File: config.mk
export PLATFORM = sky130hd
export DESIGN_NAME = adc_two_wire_readout_controller_flat
export DESIGN_NICKNAME = d
export VERILOG_FILES = /design/src/hw/rtl/adc2w_pkg.sv /design/src/hw/rtl/adc2w_if.sv /design/src/hw/rtl/adc2w_front.sv /design/src/hw/rtl/adc2w_queue.sv /design/src/hw/rtl/adc2w_engine.sv /design/src/hw/rtl/adc_two_wire_readout_controller.sv /design/src/flat_wrapper.sv
export SDC_FILE = /design/constraint.sdc
export NUM_CORES = 1
export LEC_CHECK = 0
export BUFFER_PORTS_ARGS = -buffer_cell sky130_fd_sc_hd__buf_2
export CORE_MARGIN = 3
export CORE_UTILIZATION = 61
export DETAILED_ROUTE_END_ITERATION = 8
export MAX_ROUTING_LAYER = met4
export PLACE_DENSITY = 0.8
export SYNTH_ARGS = -nofsm -noshare
export SYNTH_HDL_FRONTEND = slang
export SYNTH_SLANG_ARGS = --single-unit
File: constraint.sdc
create_clock -name clk -period 7.1 [get_ports clk]
set_input_delay 0.71 -clock clk [delete_from_list [all_inputs] [get_ports clk]]
set_output_delay 0.71 -clock clk [all_outputs]
set_load 0.02 [all_outputs]
File: src/hw/rtl/adc2w_pkg.sv
// Shared types and constants for the two-wire delta-sigma ADC readout controller.
// Used by the front end, the queue, the engine, the checker and the top level.
`default_nettype none

package adc2w_pkg;

  localparam int unsigned DATA_BITS_DEFAULT   = 24;
  localparam int unsigned TRAILER_CLOCKS      = 3;
  localparam int unsigned QUEUE_DEPTH_DEFAULT = 2;

  localparam int unsigned CFG_WIDTH   = 32;
  localparam int unsigned CFG_INDEX_W = 1;

  // Configuration register indexes.
  localparam logic [CFG_INDEX_W-1:0] CFG_SAMPLE_PERIOD = 1'b0;
  localparam logic [CFG_INDEX_W-1:0] CFG_READY_TIMEOUT = 1'b1;

  localparam logic [31:0] READY_TIMEOUT_RESET = 32'd400000;

  // Function codes on the input channel.
  localparam logic [1:0] FUNC_TICK  = 2'd0;
  localparam logic [1:0] FUNC_WRITE = 2'd1;
  localparam logic [1:0] FUNC_READ  = 2'd2;

  // Converter command bytes, seven bits wide on the wire.
  localparam logic [6:0] CMD_WR = 7'h65;
  localparam logic [6:0] CMD_RD = 7'h56;

  localparam logic [31:0] ERR_WORD     = 32'h4000_0000;
  localparam logic [7:0]  TIMEOUT_BYTE = 8'hFF;

  // Configuration frame layout, in serial clocks; FRAME_LAST counts half clocks.
  localparam logic [5:0] FRM_DRIVE_HIGH = 6'd27;
  localparam logic [5:0] FRM_CMD_FIRST  = 6'd29;
  localparam logic [5:0] FRM_CMD_GAP    = 6'd36;
  localparam logic [5:0] FRM_DATA_LAST  = 6'd44;
  localparam logic [5:0] FRM_RELEASE    = 6'd45;
  localparam logic [6:0] FRAME_LAST     = 7'd91;

  typedef enum logic [1:0] {
    REQ_TICK  = 2'd0,
    REQ_WRITE = 2'd1,
    REQ_READ  = 2'd2
  } req_t;

  typedef struct packed {
    req_t       kind;
    logic [7:0] write_value;
    logic       dout_level;
  } item_t;

  typedef struct packed {
    logic full;
    logic empty;
  } queue_status_t;

  typedef enum logic [5:0] {
    MODE_IDLE     = 6'b000001,
    MODE_SAMPLE   = 6'b000010,
    MODE_WAIT_WR  = 6'b000100,
    MODE_WAIT_RD  = 6'b001000,
    MODE_FRAME_WR = 6'b010000,
    MODE_FRAME_RD = 6'b100000
  } mode_t;

  typedef struct packed {
    logic              sclk_level;
    logic              din_level;
    logic              din_drive;
    logic              sample_valid;
    logic signed [31:0] sample_value;
    logic              sample_error;
    logic              config_valid;
    logic [7:0]        config_value;
    logic              busy_res;
  } result_t;

endpackage

`default_nettype wire

File: src/hw/rtl/adc2w_if.sv
// Valid/ready channel interfaces for tick items and result items.
// Depends on nothing but plain logic types.
`default_nettype none

interface adc2w_in_if;
  logic       valid;
  logic       ready;
  logic [1:0] func;
  logic [7:0] write_value;
  logic       dout_level;

  modport source (output valid, func, write_value, dout_level, input ready);
  modport sink (input valid, func, write_value, dout_level, output ready);
  modport monitor (input valid, ready, func, write_value, dout_level);
endinterface

interface adc2w_out_if;
  logic               valid;
  logic               ready;
  logic               sclk_level;
  logic               din_level;
  logic               din_drive;
  logic               sample_valid;
  logic signed [31:0] sample_value;
  logic               sample_error;
  logic               config_valid;
  logic [7:0]         config_value;
  logic               busy_res;

  modport source (output valid, sclk_level, din_level, din_drive, sample_valid, sample_value,
                  sample_error, config_valid, config_value, busy_res, input ready);
  modport sink (input valid, sclk_level, din_level, din_drive, sample_valid, sample_value,
                sample_error, config_valid, config_value, busy_res, output ready);
  modport monitor (input valid, ready, sclk_level, din_level, din_drive, sample_valid,
                   sample_value, sample_error, config_valid, config_value, busy_res);
endinterface

`default_nettype wire

File: src/hw/rtl/adc2w_front.sv
// Front end: accepts tick transactions and classifies the function code.
// Depends on adc2w_pkg and adc2w_in_if.
`default_nettype none

module adc2w_front (
  adc2w_in_if.sink                   in_ch,
  input  adc2w_pkg::queue_status_t   q_status,
  output logic                       push,
  output adc2w_pkg::item_t           push_item
);

  assign in_ch.ready = !q_status.full;
  assign push        = in_ch.valid && !q_status.full;

  // Function code three carries no request and runs as a plain tick.
  always_comb begin
    case (in_ch.func)
      adc2w_pkg::FUNC_WRITE: push_item.kind = adc2w_pkg::REQ_WRITE;
      adc2w_pkg::FUNC_READ:  push_item.kind = adc2w_pkg::REQ_READ;
      default:               push_item.kind = adc2w_pkg::REQ_TICK;
    endcase
    push_item.write_value = in_ch.write_value;
    push_item.dout_level  = in_ch.dout_level;
  end

endmodule

`default_nettype wire

File: src/hw/rtl/adc2w_queue.sv
// Short FIFO of classified tick items between the front end and the engine.
// Depends on adc2w_pkg.
`default_nettype none

module adc2w_queue #(
  parameter int unsigned DEPTH = adc2w_pkg::QUEUE_DEPTH_DEFAULT
) (
  input  logic                     clk,
  input  logic                     rst,
  input  logic                     push,
  input  adc2w_pkg::item_t         push_item,
  input  logic                     pop,
  output adc2w_pkg::item_t         head,
  output adc2w_pkg::queue_status_t status
);

  localparam int unsigned AW = (DEPTH > 1) ? $clog2(DEPTH) : 1;
  localparam int unsigned CW = $clog2(DEPTH + 1);
  localparam logic [AW-1:0] LAST = AW'(DEPTH - 1);

  adc2w_pkg::item_t entries [DEPTH];
  logic [AW-1:0] wr_ptr;
  logic [AW-1:0] rd_ptr;
  logic [CW-1:0] count;

  assign head         = entries[rd_ptr];
  assign status.full  = (count == CW'(DEPTH));
  assign status.empty = (count == '0);

  always_ff @(posedge clk) begin
    if (push) begin
      entries[wr_ptr] <= push_item;
    end
  end

  always_ff @(posedge clk) begin
    if (rst) begin
      wr_ptr <= '0;
      rd_ptr <= '0;
      count  <= '0;
    end else begin
      if (push) begin
        wr_ptr <= (wr_ptr == LAST) ? '0 : wr_ptr + 1'b1;
      end
      if (pop) begin
        rd_ptr <= (rd_ptr == LAST) ? '0 : rd_ptr + 1'b1;
      end
      if (push && !pop) begin
        count <= count + 1'b1;
      end else if (pop && !push) begin
        count <= count - 1'b1;
      end
    end
  end

endmodule

`default_nettype wire

File: src/hw/rtl/adc2w_engine.sv
// Back end: runs the sample reads, config frames and period timer one tick per cycle while the queue holds a tick
// and the output is not stalled, and holds the result in an output register. Depends on adc2w_pkg and adc2w_out_if.
`default_nettype none

module adc2w_engine #(
  parameter int unsigned DATA_BITS = adc2w_pkg::DATA_BITS_DEFAULT
) (
  input  logic                                  clk,
  input  logic                                  rst,
  input  adc2w_pkg::item_t                      head,
  input  adc2w_pkg::queue_status_t              q_status,
  output logic                                  pop,
  input  logic                                  cfg_we,
  input  logic [adc2w_pkg::CFG_INDEX_W-1:0]     cfg_index,
  input  logic [adc2w_pkg::CFG_WIDTH-1:0]       cfg_data,
  adc2w_out_if.source                           out_ch
);

  localparam logic [6:0] SAMPLE_LAST =
    7'(2 * (DATA_BITS + adc2w_pkg::TRAILER_CLOCKS) - 1);
  localparam logic [5:0] DATA_CLOCKS = 6'(DATA_BITS);

  adc2w_pkg::mode_t mode, mode_mid, mode_next;
  logic [6:0]           clock_step, clock_step_mid, clock_step_next;
  logic [DATA_BITS-1:0] shift_data, shift_data_mid, shift_data_next, shifted;
  logic [7:0]           command_shift, command_shift_next;
  logic [31:0]          period_counter, period_counter_next;
  logic [31:0]          wait_counter, wait_counter_mid, wait_counter_next, wait_inc;
  logic [31:0]          sample_period, ready_timeout, timeout_lim;
  logic [31:0]          reload_x4, reload_x8, sample_ext;
  logic                 pending_flag, pending_flag_next;
  logic                 overrun_flag, overrun_flag_next;
  logic                 error_latch, error_latch_next;
  logic [5:0]           clk_idx;
  logic [6:0]           cmd;
  logic                 frame_wr;
  logic                 out_valid;
  adc2w_pkg::result_t   res, out_res;

  assign pop = !q_status.empty && (!out_valid || out_ch.ready);

  assign clk_idx     = clock_step_mid[6:1];
  assign timeout_lim = (ready_timeout == '0) ? 32'd1 : ready_timeout;
  assign reload_x4   = (|sample_period[31:30]) ? '1 : {sample_period[29:0], 2'b00};
  assign reload_x8   = (|sample_period[31:29]) ? '1 : {sample_period[28:0], 3'b000};
  assign frame_wr    = (mode_mid == adc2w_pkg::MODE_FRAME_WR);
  assign cmd         = frame_wr ? adc2w_pkg::CMD_WR : adc2w_pkg::CMD_RD;
  assign shifted     = {shift_data_mid[DATA_BITS-2:0], head.dout_level};
  assign wait_inc    = (wait_counter_mid == '1) ? wait_counter_mid : wait_counter_mid + 32'd1;

  // Requests are taken only when idle and go ahead of a pending sample read.
  always_comb begin
    mode_mid           = mode;
    clock_step_mid     = clock_step;
    shift_data_mid     = shift_data;
    wait_counter_mid   = wait_counter;
    command_shift_next = command_shift;
    if (mode == adc2w_pkg::MODE_IDLE) begin
      if (head.kind == adc2w_pkg::REQ_WRITE || head.kind == adc2w_pkg::REQ_READ) begin
        mode_mid           = (head.kind == adc2w_pkg::REQ_WRITE) ?
                             adc2w_pkg::MODE_WAIT_WR : adc2w_pkg::MODE_WAIT_RD;
        wait_counter_mid   = '0;
        command_shift_next = head.write_value;
      end else if (pending_flag) begin
        mode_mid       = adc2w_pkg::MODE_SAMPLE;
        clock_step_mid = '0;
        shift_data_mid = '0;
      end
    end
  end

  always_comb begin
    mode_next           = mode_mid;
    clock_step_next     = clock_step_mid + 7'd1;
    shift_data_next     = shift_data_mid;
    wait_counter_next   = wait_counter_mid;
    pending_flag_next   = pending_flag;
    overrun_flag_next   = overrun_flag;
    error_latch_next    = error_latch;
    period_counter_next = period_counter;
    sample_ext          = '0;
    res                 = '0;

    case (mode_mid)
      adc2w_pkg::MODE_WAIT_WR, adc2w_pkg::MODE_WAIT_RD: begin
        if (!head.dout_level) begin
          // The frame starts on the next tick from its first half clock.
          mode_next       = (mode_mid == adc2w_pkg::MODE_WAIT_WR) ?
                            adc2w_pkg::MODE_FRAME_WR : adc2w_pkg::MODE_FRAME_RD;
          clock_step_next = '0;
          shift_data_next = '0;
        end else begin
          wait_counter_next = wait_inc;
          if (wait_inc >= timeout_lim) begin
            res.config_valid = 1'b1;
            res.config_value = adc2w_pkg::TIMEOUT_BYTE;
            mode_next        = adc2w_pkg::MODE_IDLE;
          end
        end
      end
      adc2w_pkg::MODE_SAMPLE: begin
        if (!clock_step_mid[0]) begin
          res.sclk_level = 1'b1;
        end else begin
          if (clk_idx < DATA_CLOCKS) begin
            shift_data_next = shifted;
          end
          if (clock_step_mid >= SAMPLE_LAST) begin
            sample_ext        = {{(32 - DATA_BITS){shift_data_next[DATA_BITS-1]}},
                                 shift_data_next};
            pending_flag_next = 1'b0;
            overrun_flag_next = 1'b0;
            error_latch_next  = error_latch || overrun_flag;
            res.sample_valid  = 1'b1;
            res.sample_error  = error_latch_next;
            res.sample_value  = error_latch_next ? adc2w_pkg::ERR_WORD : sample_ext;
            mode_next         = adc2w_pkg::MODE_IDLE;
          end
        end
      end
      adc2w_pkg::MODE_FRAME_WR, adc2w_pkg::MODE_FRAME_RD: begin
        res.sclk_level = !clock_step_mid[0];
        if (clk_idx < adc2w_pkg::FRM_DRIVE_HIGH) begin
          res.din_drive = 1'b0;
        end else if (clk_idx < adc2w_pkg::FRM_CMD_FIRST) begin
          res.din_drive = 1'b1;
          res.din_level = 1'b1;
        end else if (clk_idx < adc2w_pkg::FRM_CMD_GAP) begin
          res.din_drive = 1'b1;
          res.din_level = cmd[3'(adc2w_pkg::FRM_CMD_GAP - 6'd1 - clk_idx)];
        end else if (clk_idx == adc2w_pkg::FRM_CMD_GAP) begin
          // A write keeps driving the last command bit; a read turns the pin around.
          res.din_drive = frame_wr;
          res.din_level = frame_wr && cmd[0];
        end else if (clk_idx < adc2w_pkg::FRM_RELEASE) begin
          if (frame_wr) begin
            res.din_drive = 1'b1;
            res.din_level = command_shift_next[3'(adc2w_pkg::FRM_DATA_LAST - clk_idx)];
          end else if (clock_step_mid[0]) begin
            shift_data_next = shifted;
          end
        end
        if (clock_step_mid >= adc2w_pkg::FRAME_LAST) begin
          res.config_valid = 1'b1;
          res.config_value = frame_wr ? 8'h00 : shift_data_next[7:0];
          mode_next        = adc2w_pkg::MODE_IDLE;
        end
      end
      default: begin
        mode_next = adc2w_pkg::MODE_IDLE;
      end
    endcase

    if (sample_period != '0) begin
      if (period_counter <= 32'd1) begin
        if (pending_flag_next) begin
          overrun_flag_next   = 1'b1;
          period_counter_next = reload_x4;
        end else if (!head.dout_level) begin
          pending_flag_next   = 1'b1;
          period_counter_next = reload_x8;
        end else begin
          period_counter_next = sample_period;
        end
      end else begin
        period_counter_next = period_counter - 32'd1;
      end
    end

    res.busy_res = (mode_next != adc2w_pkg::MODE_IDLE);
  end

  always_ff @(posedge clk) begin
    if (rst) begin
      mode           <= adc2w_pkg::MODE_IDLE;
      clock_step     <= '0;
      shift_data     <= '0;
      command_shift  <= '0;
      period_counter <= '0;
      wait_counter   <= '0;
      pending_flag   <= 1'b0;
      overrun_flag   <= 1'b0;
      error_latch    <= 1'b0;
      sample_period  <= '0;
      ready_timeout  <= adc2w_pkg::READY_TIMEOUT_RESET;
      out_valid      <= 1'b0;
    end else begin
      if (pop) begin
        mode           <= mode_next;
        clock_step     <= clock_step_next;
        shift_data     <= shift_data_next;
        command_shift  <= command_shift_next;
        period_counter <= period_counter_next;
        wait_counter   <= wait_counter_next;
        pending_flag   <= pending_flag_next;
        overrun_flag   <= overrun_flag_next;
        error_latch    <= error_latch_next;
        out_valid      <= 1'b1;
      end else if (out_ch.ready) begin
        out_valid <= 1'b0;
      end
      if (cfg_we && cfg_index == adc2w_pkg::CFG_SAMPLE_PERIOD) begin
        sample_period  <= cfg_data;
        period_counter <= cfg_data;
        pending_flag   <= 1'b0;
        overrun_flag   <= 1'b0;
        error_latch    <= 1'b0;
      end
      if (cfg_we && cfg_index == adc2w_pkg::CFG_READY_TIMEOUT) begin
        ready_timeout <= cfg_data;
      end
    end
  end

  always_ff @(posedge clk) begin
    if (pop) begin
      out_res <= res;
    end
  end

  assign out_ch.valid        = out_valid;
  assign out_ch.sclk_level   = out_res.sclk_level;
  assign out_ch.din_level    = out_res.din_level;
  assign out_ch.din_drive    = out_res.din_drive;
  assign out_ch.sample_valid = out_res.sample_valid;
  assign out_ch.sample_value = out_res.sample_value;
  assign out_ch.sample_error = out_res.sample_error;
  assign out_ch.config_valid = out_res.config_valid;
  assign out_ch.config_value = out_res.config_value;
  assign out_ch.busy_res     = out_res.busy_res;

endmodule

`default_nettype wire

File: src/hw/rtl/adc_two_wire_readout_controller.sv
// Top level of the two-wire delta-sigma ADC readout controller.
// Depends on adc2w_pkg, adc2w_if, adc2w_front, adc2w_queue and adc2w_engine.
//
//   Channel   Direction  Handshake     Carries
//   in_ch     sink       valid/ready   func, write_value, dout_level (one tick)
//   out_ch    source     valid/ready   pin levels, sample and config results
//   cfg       write      cfg_we        cfg_index, cfg_data (no wait, no read-back)
//
// One tick is taken per clock cycle while the queue has room; its result passes through the
// item queue and then the engine's output register before it is presented.
// Synchronous active-high reset; no clearing pass, the block is ready right away.
// A stalled output holds the engine, the queue then fills and in_ch.ready drops.
`default_nettype none

module adc_two_wire_readout_controller #(
  parameter int unsigned DATA_BITS   = adc2w_pkg::DATA_BITS_DEFAULT,
  parameter int unsigned QUEUE_DEPTH = adc2w_pkg::QUEUE_DEPTH_DEFAULT
) (
  input  logic                              clk,
  input  logic                              rst,
  adc2w_in_if.sink                          in_ch,
  adc2w_out_if.source                       out_ch,
  input  logic                              cfg_we,
  input  logic [adc2w_pkg::CFG_INDEX_W-1:0] cfg_index,
  input  logic [adc2w_pkg::CFG_WIDTH-1:0]   cfg_data
);

  adc2w_pkg::item_t         push_item;
  adc2w_pkg::item_t         head;
  adc2w_pkg::queue_status_t q_status;
  logic                     push;
  logic                     pop;

  adc2w_front u_front (
    .in_ch     (in_ch),
    .q_status  (q_status),
    .push      (push),
    .push_item (push_item)
  );

  adc2w_queue #(
    .DEPTH (QUEUE_DEPTH)
  ) u_queue (
    .clk       (clk),
    .rst       (rst),
    .push      (push),
    .push_item (push_item),
    .pop       (pop),
    .head      (head),
    .status    (q_status)
  );

  adc2w_engine #(
    .DATA_BITS (DATA_BITS)
  ) u_engine (
    .clk       (clk),
    .rst       (rst),
    .head      (head),
    .q_status  (q_status),
    .pop       (pop),
    .cfg_we    (cfg_we),
    .cfg_index (cfg_index),
    .cfg_data  (cfg_data),
    .out_ch    (out_ch)
  );

endmodule

`default_nettype wire

File: src/flat_wrapper.sv
// flat-port wrapper written by rule: the top's interface ports become plain ports
module adc_two_wire_readout_controller_flat 
#(
  parameter int unsigned DATA_BITS   = adc2w_pkg::DATA_BITS_DEFAULT,
  parameter int unsigned QUEUE_DEPTH = adc2w_pkg::QUEUE_DEPTH_DEFAULT
)
  (clk, rst, cfg_we, cfg_index, cfg_data, in_ch_valid, in_ch_func, in_ch_write_value, in_ch_dout_level, in_ch_ready, out_ch_valid, out_ch_sclk_level, out_ch_din_level, out_ch_din_drive, out_ch_sample_valid, out_ch_sample_value, out_ch_sample_error, out_ch_config_valid, out_ch_config_value, out_ch_busy_res, out_ch_ready);
  adc2w_in_if in_ch_i ();
  adc2w_out_if out_ch_i ();
  input  logic clk;
  input  logic rst;
  input  logic cfg_we;
  input  logic [adc2w_pkg::CFG_INDEX_W-1:0] cfg_index;
  input  logic [adc2w_pkg::CFG_WIDTH-1:0] cfg_data;
  input wire logic [$bits(in_ch_i.valid)-1:0] in_ch_valid;
  input wire logic [$bits(in_ch_i.func)-1:0] in_ch_func;
  input wire logic [$bits(in_ch_i.write_value)-1:0] in_ch_write_value;
  input wire logic [$bits(in_ch_i.dout_level)-1:0] in_ch_dout_level;
  output wire logic [$bits(in_ch_i.ready)-1:0] in_ch_ready;
  output wire logic [$bits(out_ch_i.valid)-1:0] out_ch_valid;
  output wire logic [$bits(out_ch_i.sclk_level)-1:0] out_ch_sclk_level;
  output wire logic [$bits(out_ch_i.din_level)-1:0] out_ch_din_level;
  output wire logic [$bits(out_ch_i.din_drive)-1:0] out_ch_din_drive;
  output wire logic [$bits(out_ch_i.sample_valid)-1:0] out_ch_sample_valid;
  output wire logic [$bits(out_ch_i.sample_value)-1:0] out_ch_sample_value;
  output wire logic [$bits(out_ch_i.sample_error)-1:0] out_ch_sample_error;
  output wire logic [$bits(out_ch_i.config_valid)-1:0] out_ch_config_valid;
  output wire logic [$bits(out_ch_i.config_value)-1:0] out_ch_config_value;
  output wire logic [$bits(out_ch_i.busy_res)-1:0] out_ch_busy_res;
  input wire logic [$bits(out_ch_i.ready)-1:0] out_ch_ready;
  assign in_ch_i.valid = in_ch_valid;
  assign in_ch_i.func = in_ch_func;
  assign in_ch_i.write_value = in_ch_write_value;
  assign in_ch_i.dout_level = in_ch_dout_level;
  assign in_ch_ready = in_ch_i.ready;
  assign out_ch_valid = out_ch_i.valid;
  assign out_ch_sclk_level = out_ch_i.sclk_level;
  assign out_ch_din_level = out_ch_i.din_level;
  assign out_ch_din_drive = out_ch_i.din_drive;
  assign out_ch_sample_valid = out_ch_i.sample_valid;
  assign out_ch_sample_value = out_ch_i.sample_value;
  assign out_ch_sample_error = out_ch_i.sample_error;
  assign out_ch_config_valid = out_ch_i.config_valid;
  assign out_ch_config_value = out_ch_i.config_value;
  assign out_ch_busy_res = out_ch_i.busy_res;
  assign out_ch_i.ready = out_ch_ready;
  adc_two_wire_readout_controller #(.DATA_BITS(DATA_BITS), .QUEUE_DEPTH(QUEUE_DEPTH)) u_core (.clk(clk), .rst(rst), .in_ch(in_ch_i), .out_ch(out_ch_i), .cfg_we(cfg_we), .cfg_index(cfg_index), .cfg_data(cfg_data));
endmodule
==> summary.md, run 1 <==
| Metric | Value |
|---|---|
| DP Wirelength | between 20 and 30 mm |
| Cells along the critical path | buf_4 > mux2i_1 > ha_1 > nor4b_1 > nand2_1 > and2_1 > ha_1 > and3_1 > nand3_1 > or4b_1 > nor2_2 > mux2_2 > ha_1 > or3b_2 > o2111ai_1 > a21oi_1 > o41ai_1 > a31o_2 > nor3b_1 > a22oi_1 |
| Clk root buf | clkbuf_16 |
| DIE AREA | between 20,000 and 25,000 um2 |
| All-Layer GR Usage | 0.330 |
| Row cnt | 55 |
| Setup Viol. Count Final | 0 |
| Crit path required time | 7.50 ns |
| Slowest-stage cell, CP | nor2_2 |
| Multi-input combinational cell area | 7960 um2 |
| Critical Path Max Stage Delay | roughly 0.74 ns |
| Layout cell share with drive strength beyond 1 | 0.111 |
| Via density | 6.56 |
| Post-CTS sizing | 0 |
| Power per standard cell area | about 340 nW/um2 |
| GP Congestion | roughly 1.0 |
| Worst-Margin Slew | 1.25 ns |
| N_diodes | 0 |
| Yosys Warn Count | 0 |
| Most used cell, CP | ha_1 |
| Clock-pin slew on the worst setup and hold paths | 0.07 ns |
| Leading area contributor after synthesis | dfxtp_1 |
| GR Util met3 | 0.0366 |
| Lkg Pwr | roughly 5.7 nW |
| First-pass GRT wire length | 65.3 mm |
| CTS tree | yes |
| Grt peak-use layer | met2 |
| Area after DPL | 14,600 um2 |
| Min Clock Period, post-route | 6.60 ns |
| Synth Instances | 1,769 |
| Final worst slack | 0.500 ns |
| Worst slack, placed | 0.579 ns |
| Post-synthesis register bit count | 244 |
| Total gr overflow | 0 |
| Largest cells by area after synthesis | dfxtp_1 26%, edfxtp_1 13%, nand2_1 8.8%, a21oi_1 5.9%, nor2_1 4.2% |
| Worst skew pair latency | 0.55 ns |
| Total Wirelength | between 40 and 50 mm |
| FILL cells | between 1,500 and 2,000 |
| Netlist Area Pre-Place | roughly 14,000 um2 |
| Die X | 158 um |
| Sink Count | 244 |
| Final hold vios | 0 |
| Post-synthesis sequential area ratio | 0.390 |
| Initial antenna violation count | 0 |
| Setup Skew | 0.0234 ns |
| RSZ-0062 raised after global routing | false |
| Mapped Nets | 1,861 |
| Via Count | 13,800 |
| Core area | 22,700 um2 |
| Fin nets | 1,891 |
| WL/cell | 19.4 um |
| Max FO, Critical Path | 23 |
| Critical path type | reg2reg |
| Drt pass-1 iters | 6 |
| Largest net degree at the start of global routing | 81 |
| Register area | 5510 um2 |
| Slew Limit Headroom | 0.159 |
| F_max | 152 MHz |
| # DRC | 0 |
| HP Class | in2reg |
| Vias in the first global route | between 10,000 and 15,000 |
| Io pins | 98 |
| Post-CTS Hold Fix Bufs | 0 |
| Yosys top cell area share | 0.258 |
| MaxCap Viol Count | 0 |
| Max Slew Vio Count | 0 |
| Critical path data arrival time | 7.00 ns |
| Setup crit start kind | flop |
| Setup_tns | 0 ns |
| Syn Area/Cell | about 8 um2 |
| Clk buf depth | 3 |
| Starting DRC count in detailed routing | 1,214 |
| Die height | 158 um |
| Met2 Usage GRT | 0.508 |
| Status | finished clean |
| Num CTS Buffers | 26 |
| Initial core utilization | 0.621 |
| ANT nets after route | 0 |
| Synth Flop Type | dfxtp_1 |
| Async set-or-reset flop fraction in the synthesized netlist | 0 |
| Worst setup EP type | flop |
| Design area | 15,600 um2 |
| H-tree depth | 1 |
| Crit share post-route | 0.930 |
| Maximum vdd ir drop | about 0.23 mV |
| Synth unique cells | 89 |
| Area grow syn2layout | 10.2% |
| Post-CTS setup buffers | 0 |
| Post-synth EDFFs | a little over 60 |
| Grt met1 use | 0.448 |
| Port Buffers | 97 |
stage by stage:
step / hold slack (ns) / utilization / total power, mW / cells
4_1_cts: 0.353 / 0.685 / 5.30 / 2104
6_report: 0.363 / 0.685 / 5.34 / 2104
3_3_place_gp: 0.446 / 0.645 / 3.82 / 2056
3_5_place_dp: 0.460 / 0.645 / 3.86 / 2056
2_1_floorplan: 0.437 / - / 3.30 / 1769
5_1_grt: 0.362 / 0.685 / 5.60 / 2104
critical path: cells and delay by family, from the launching register on:
kind            cells  cell delay, ns
fa+ha+maj           3            0.78
simple gates        9            3.09
buf+inv             1            0.26
compound gates      5            1.43
mux                 2            0.55
flops               1            0.34
worst paths after layout:
path,startpoint,to,slack (ns),cells past startpoint
max reg2reg,flop,u_core.u_engine.mode[0],0.50,20
min,in_ch_write_value[7],u_core.u_queue.entries[1][8],0.36,1
max,flop,u_core.u_engine.mode[0],0.50,20
min reg2reg,u_core.u_engine.error_latch,u_core.u_engine.error_latch,0.48,2
power by group:
group          switching (mW)  internal, mW
clock network           0.580         0.863
registers               0.180          1.69
logic                    1.39         0.627
total                    2.15          3.18
registers in the layout, summed over array words and instances, names as in the netlist, 2 cells and up, named ones only:
signal,count
u_core.u_engine.ready_timeout,32
u_core.u_engine.mode,6
u_core.u_engine.out_ch.config_value,8
u_core.u_engine.shift_data,24
u_core.u_engine.period_counter,32
u_core.u_queue.count,2
u_core.u_engine.wait_counter,32
u_core.u_engine.sample_period,32
u_core.u_engine.clock_step,7
u_core.u_engine.out_ch.sample_value,25
u_core.u_queue.entries,22
u_core.u_engine.command_shift,8
synthesized netlist by cell type, types with 5 or more instances:
cell         n
edfxtp_1    62
a21o_1      11
o21ai_1      5
xnor2_1     34
nand4_1     21
nor2b_1     10
ha_1        43
a311oi_1    16
o21ai_0    111
buf_2       15
nor3_1      46
nand2b_1     6
o22ai_1      5
nor2_1     158
buf_1        8
o211ai_1    28
nor4_1      37
or3_1       14
a22o_1       8
and3_1      22
mux2_2       7
or4_1       12
dfxtp_1    182
a21oi_1    167
mux2i_1     15
o31a_1       5
inv_1       47
o2111ai_1    5
o21a_1      16
a211o_1     10
buf_4       10
a22oi_1      6
clkbuf_1    79
a32o_1       6
a221oi_1     7
o221ai_1     5
a211oi_1    25
nand3_1     36
and2_1       9
a31oi_1     25
nand2_1    329
xor2_1      18
layer usage:
metal | share of wire | wire length [um]
met5 | 0 | 0
met4 | 0.046 | 1870
met3 | 0.090 | 3670
met2 | 0.44 | 18200
met1 | 0.42 | 17100
cell type report:
type                       count  area share
clock buffer                  31      0.0458
clock inverter                17      0.0130
inverter                      49      0.0118
multi-input combinational   1361       0.512
sequential                   244       0.354
tap                          285      0.0229
timing repair buffer         117      0.0410
logic make-up after synthesis:
| family | after synthesis | share of synthesized area |
|---|---|---|
| muxes | 26 | 0.0226 |
| AOI/OAI and AO/OA | 507 | 0.231 |
| and+or+nand+nor | 733 | 0.238 |
| buffers and inverters | 164 | 0.0483 |
| adders and majority gates | 43 | 0.0381 |
| DFF | 244 | 0.390 |
| xor gates and xnor gates | 52 | 0.0323 |
placed cells by master (no fill, tap or decap), drive strengths merged, types with 8 or more instances in the layout:
cell type,n
a22o,8
buf,117
nand4,21
nand2,329
a21o,11
a311oi,16
nor2,160
o21ai,118
and2,10
or4,12
xnor2,34
o21a,17
clkinv,10
a211oi,26
clkbuf,31
nand3,37
nor3,49
or3,15
inv,49
edfxtp,62
o211ai,30
nor2b,10
a31oi,25
a211o,10
dfxtp,182
a21oi,167
nor4,37
ha,43
and3,22
xor2,18
mux2i,15
Power figures use the tool's default switching activity.
==> run 2: changes to the inputs <==
--- a/config.mk
+++ b/config.mk
@@ -10,7 +10,7 @@
 export CORE_UTILIZATION = 61
 export DETAILED_ROUTE_END_ITERATION = 8
 export MAX_ROUTING_LAYER = met4
-export PLACE_DENSITY = 0.8
+export PLACE_DENSITY = 0.82
 export SYNTH_ARGS = -nofsm -noshare
 export SYNTH_HDL_FRONTEND = slang
 export SYNTH_SLANG_ARGS = --single-unit
==> summary.md, run 2 (synthesized netlist as in run 1, its figures left out) <==
| Metric | Value |
|---|---|
| Setup crit start kind | flop |
| Area grow syn2layout | 10.5% |
| H-tree depth | 1 |
| Die height | ~160 um |
| Final non-filler cell total | approximately 2,100 |
| Crit share post-route | 0.880 |
| Commonest non-fill, non-tap cell in the layout | nand2_1 |
| Total Wirelength | between 40 and 50 mm |
| Setup Viol. Count Final | 0 |
| Clock-pin slew on the worst setup and hold paths | 0.06 ns |
| Vias in the first global route | 12,800 |
| Placed insts | between 2,000 and 2,500 |
| Row cnt | 55 |
| Worst-Margin Slew | ~1.1 ns |
| Layout cell share with drive strength beyond 1 | 0.110 |
| Initial antenna violation count | 1 |
| Setup Skew | 0.0123 ns |
| DIE AREA | 25,000 um2 |
| All-Layer GR Usage | 0.327 |
| Lkg Pwr | ~5.8 nW |
| # DRC | 0 |
| Critical path type | reg2reg |
| Initial core utilization | 0.621 |
| ANT nets after route | 0 |
| Final hold vios | 0 |
| Sequential power share | 0.350 |
| Int Pwr | 3.23 mW |
| Via Count | 14,000 |
| Clock share of power | 0.278 |
| Power per standard cell area | 344 nW/um2 |
| Worst setup EP type | flop |
| Die X | 158 um |
| MaxCap Viol Count | 0 |
| Pwr Total | 5.37 mW |
| HP Class | in2reg |
| Max FO, Critical Path | 14 |
| DP Wirelength | ~28 mm |
| Max Slew Vio Count | 0 |
| Fin nets | 1,892 |
| Commonest non-fill, non-tap cells in the layout | 329 x nand2_1, 182 x dfxtp_1, 167 x a21oi_1, 157 x nor2_1, 110 x o21ai_0 |
| Switching share of power | 0.398 |
| Maximum vdd ir drop | between 0.2 and 0.25 mV |
| Core area | 22,700 um2 |
| Via density | 6.62 |
| Status | finished clean |
| Setup_tns | 0 ns |
| Slew Limit Headroom | 0.275 |
| CTS tree | yes |
| GP Congestion | 1.01 |
| Post-CTS Hold Fix Bufs | 0 |
| Worst skew pair latency | around 0.54 ns |
| Min Clock Period, post-route | between 6 and 7 ns |
| Largest net degree at the start of global routing | 84 |
| Starting DRC count in detailed routing | 1,337 |
| Psw | 2.14 mW |
| Clk root buf | clkbuf_16 |
| Port Buffers | 97 |
| F_max | 160 MHz |
| Sink Count | 244 |
| Critical path data arrival time | between 6 and 7 ns |
| First-pass GRT wire length | between 60 and 70 mm |
| Share of power burned in combinational logic | 0.373 |
| Post-CTS sizing | 0 |
| Hold Slack | 0.365 ns |
| Drt pass-1 iters | 8 |
| Post-CTS setup buffers | 0 |
| WL/cell | roughly 19 um |
| Clk buf depth | 3 |
| Crit path required time | 7.38 ns |
| Total gr overflow | 0 |
| Num CTS Buffers | 26 |
| RSZ-0062 raised after global routing | false |
| Io pins | between 90 and 100 |
==> run 2: cell count changes in the layout (fill, tap and decap cells not counted) <==
cell | before | now
clkinvlp_4 | 3 | 2
clkbuf_8 | 0 | 4
diode_2 | 0 | 2
clkinv_8 | 1 | 0
clkinv_2 | 5 | 3
buf_4 | 21 | 22
clkbuf_1 | 3 | 4
bufinv_16 | 4 | 5
inv_4 | 1 | 0
clkbuf_16 | 28 | 27
==> run 2: layout make-up <==
type / count / area [um2]
timing repair buffer: 118 / 646
tap: 285 / 357
antenna: 2 / 5.00
clock buffer: 35 / 746
fill: 1881 / 7120
sequential: 244 / 5510
multi-input combinational: 1361 / 7960
inverter: 49 / 184
clock inverter: 13 / 191
==> run 2: final timing paths <==
check | start | end | slack (ns) | cells after the start
max | flop | u_core.u_engine.out_ch.busy_res | 0.85 | 21
min reg2reg | u_core.u_engine.error_latch | u_core.u_engine.error_latch | 0.48 | 2
min | in_ch_dout_level | u_core.u_queue.entries[1][0] | 0.37 | 1
max reg2reg | flop | u_core.u_engine.out_ch.busy_res | 0.85 | 21
==> run 2: routing by layer <==
layer	wire (um)	vias to the layer above	global-route usage	share of wire
li1	-	6500	-	-
met1	17200	6550	0.435	0.42
met2	18300	741	0.504	0.45
met3	3790	163	0.0489	0.093
met4	1580	0	0.128	0.039
met5	0	-	-	0
==> run 2: critical path, cell delays in order (launching register included) <==
cell and delay, ns:
dfxtp_1 0.31, buf_4 0.26, mux2_2 0.37, ha_1 0.34, nor4b_1 0.76, nand2_1 0.20, and2_1 0.23, ha_1 0.21
and3_1 0.20, nand3_1 0.18, or4_1 0.31, o2111ai_1 0.24, nor2_1 0.22, xnor2_1 0.16, nor2_1 0.07, ha_1 0.34
nand4_1 0.13, nor4_1 0.53, o2111a_1 0.27, o41ai_1 0.14, a31o_2 0.34, nor3b_1 0.17
==> run 2: power groups by stage <==
stage          registers, mW  clock network, mW  logic (mW)
4_1_cts                 1.87               1.50        1.96
2_1_floorplan           1.95                  0        1.36
3_3_place_gp            1.89                  0        1.91
6_report                1.88               1.49        2.00
3_5_place_dp            1.90                  0        1.95
5_1_grt                 1.91               1.56        2.16
==> run 2: metrics by stage <==
stage               setup slack [ns]   util  instance area, um2
floorplan                       1.28      -               14100
global placement                1.09  0.645               14600
detailed placement              1.01  0.645               14600
CTS                            0.957  0.686               15600
global route                   0.467  0.686               15600
finish                         0.850  0.686               15600
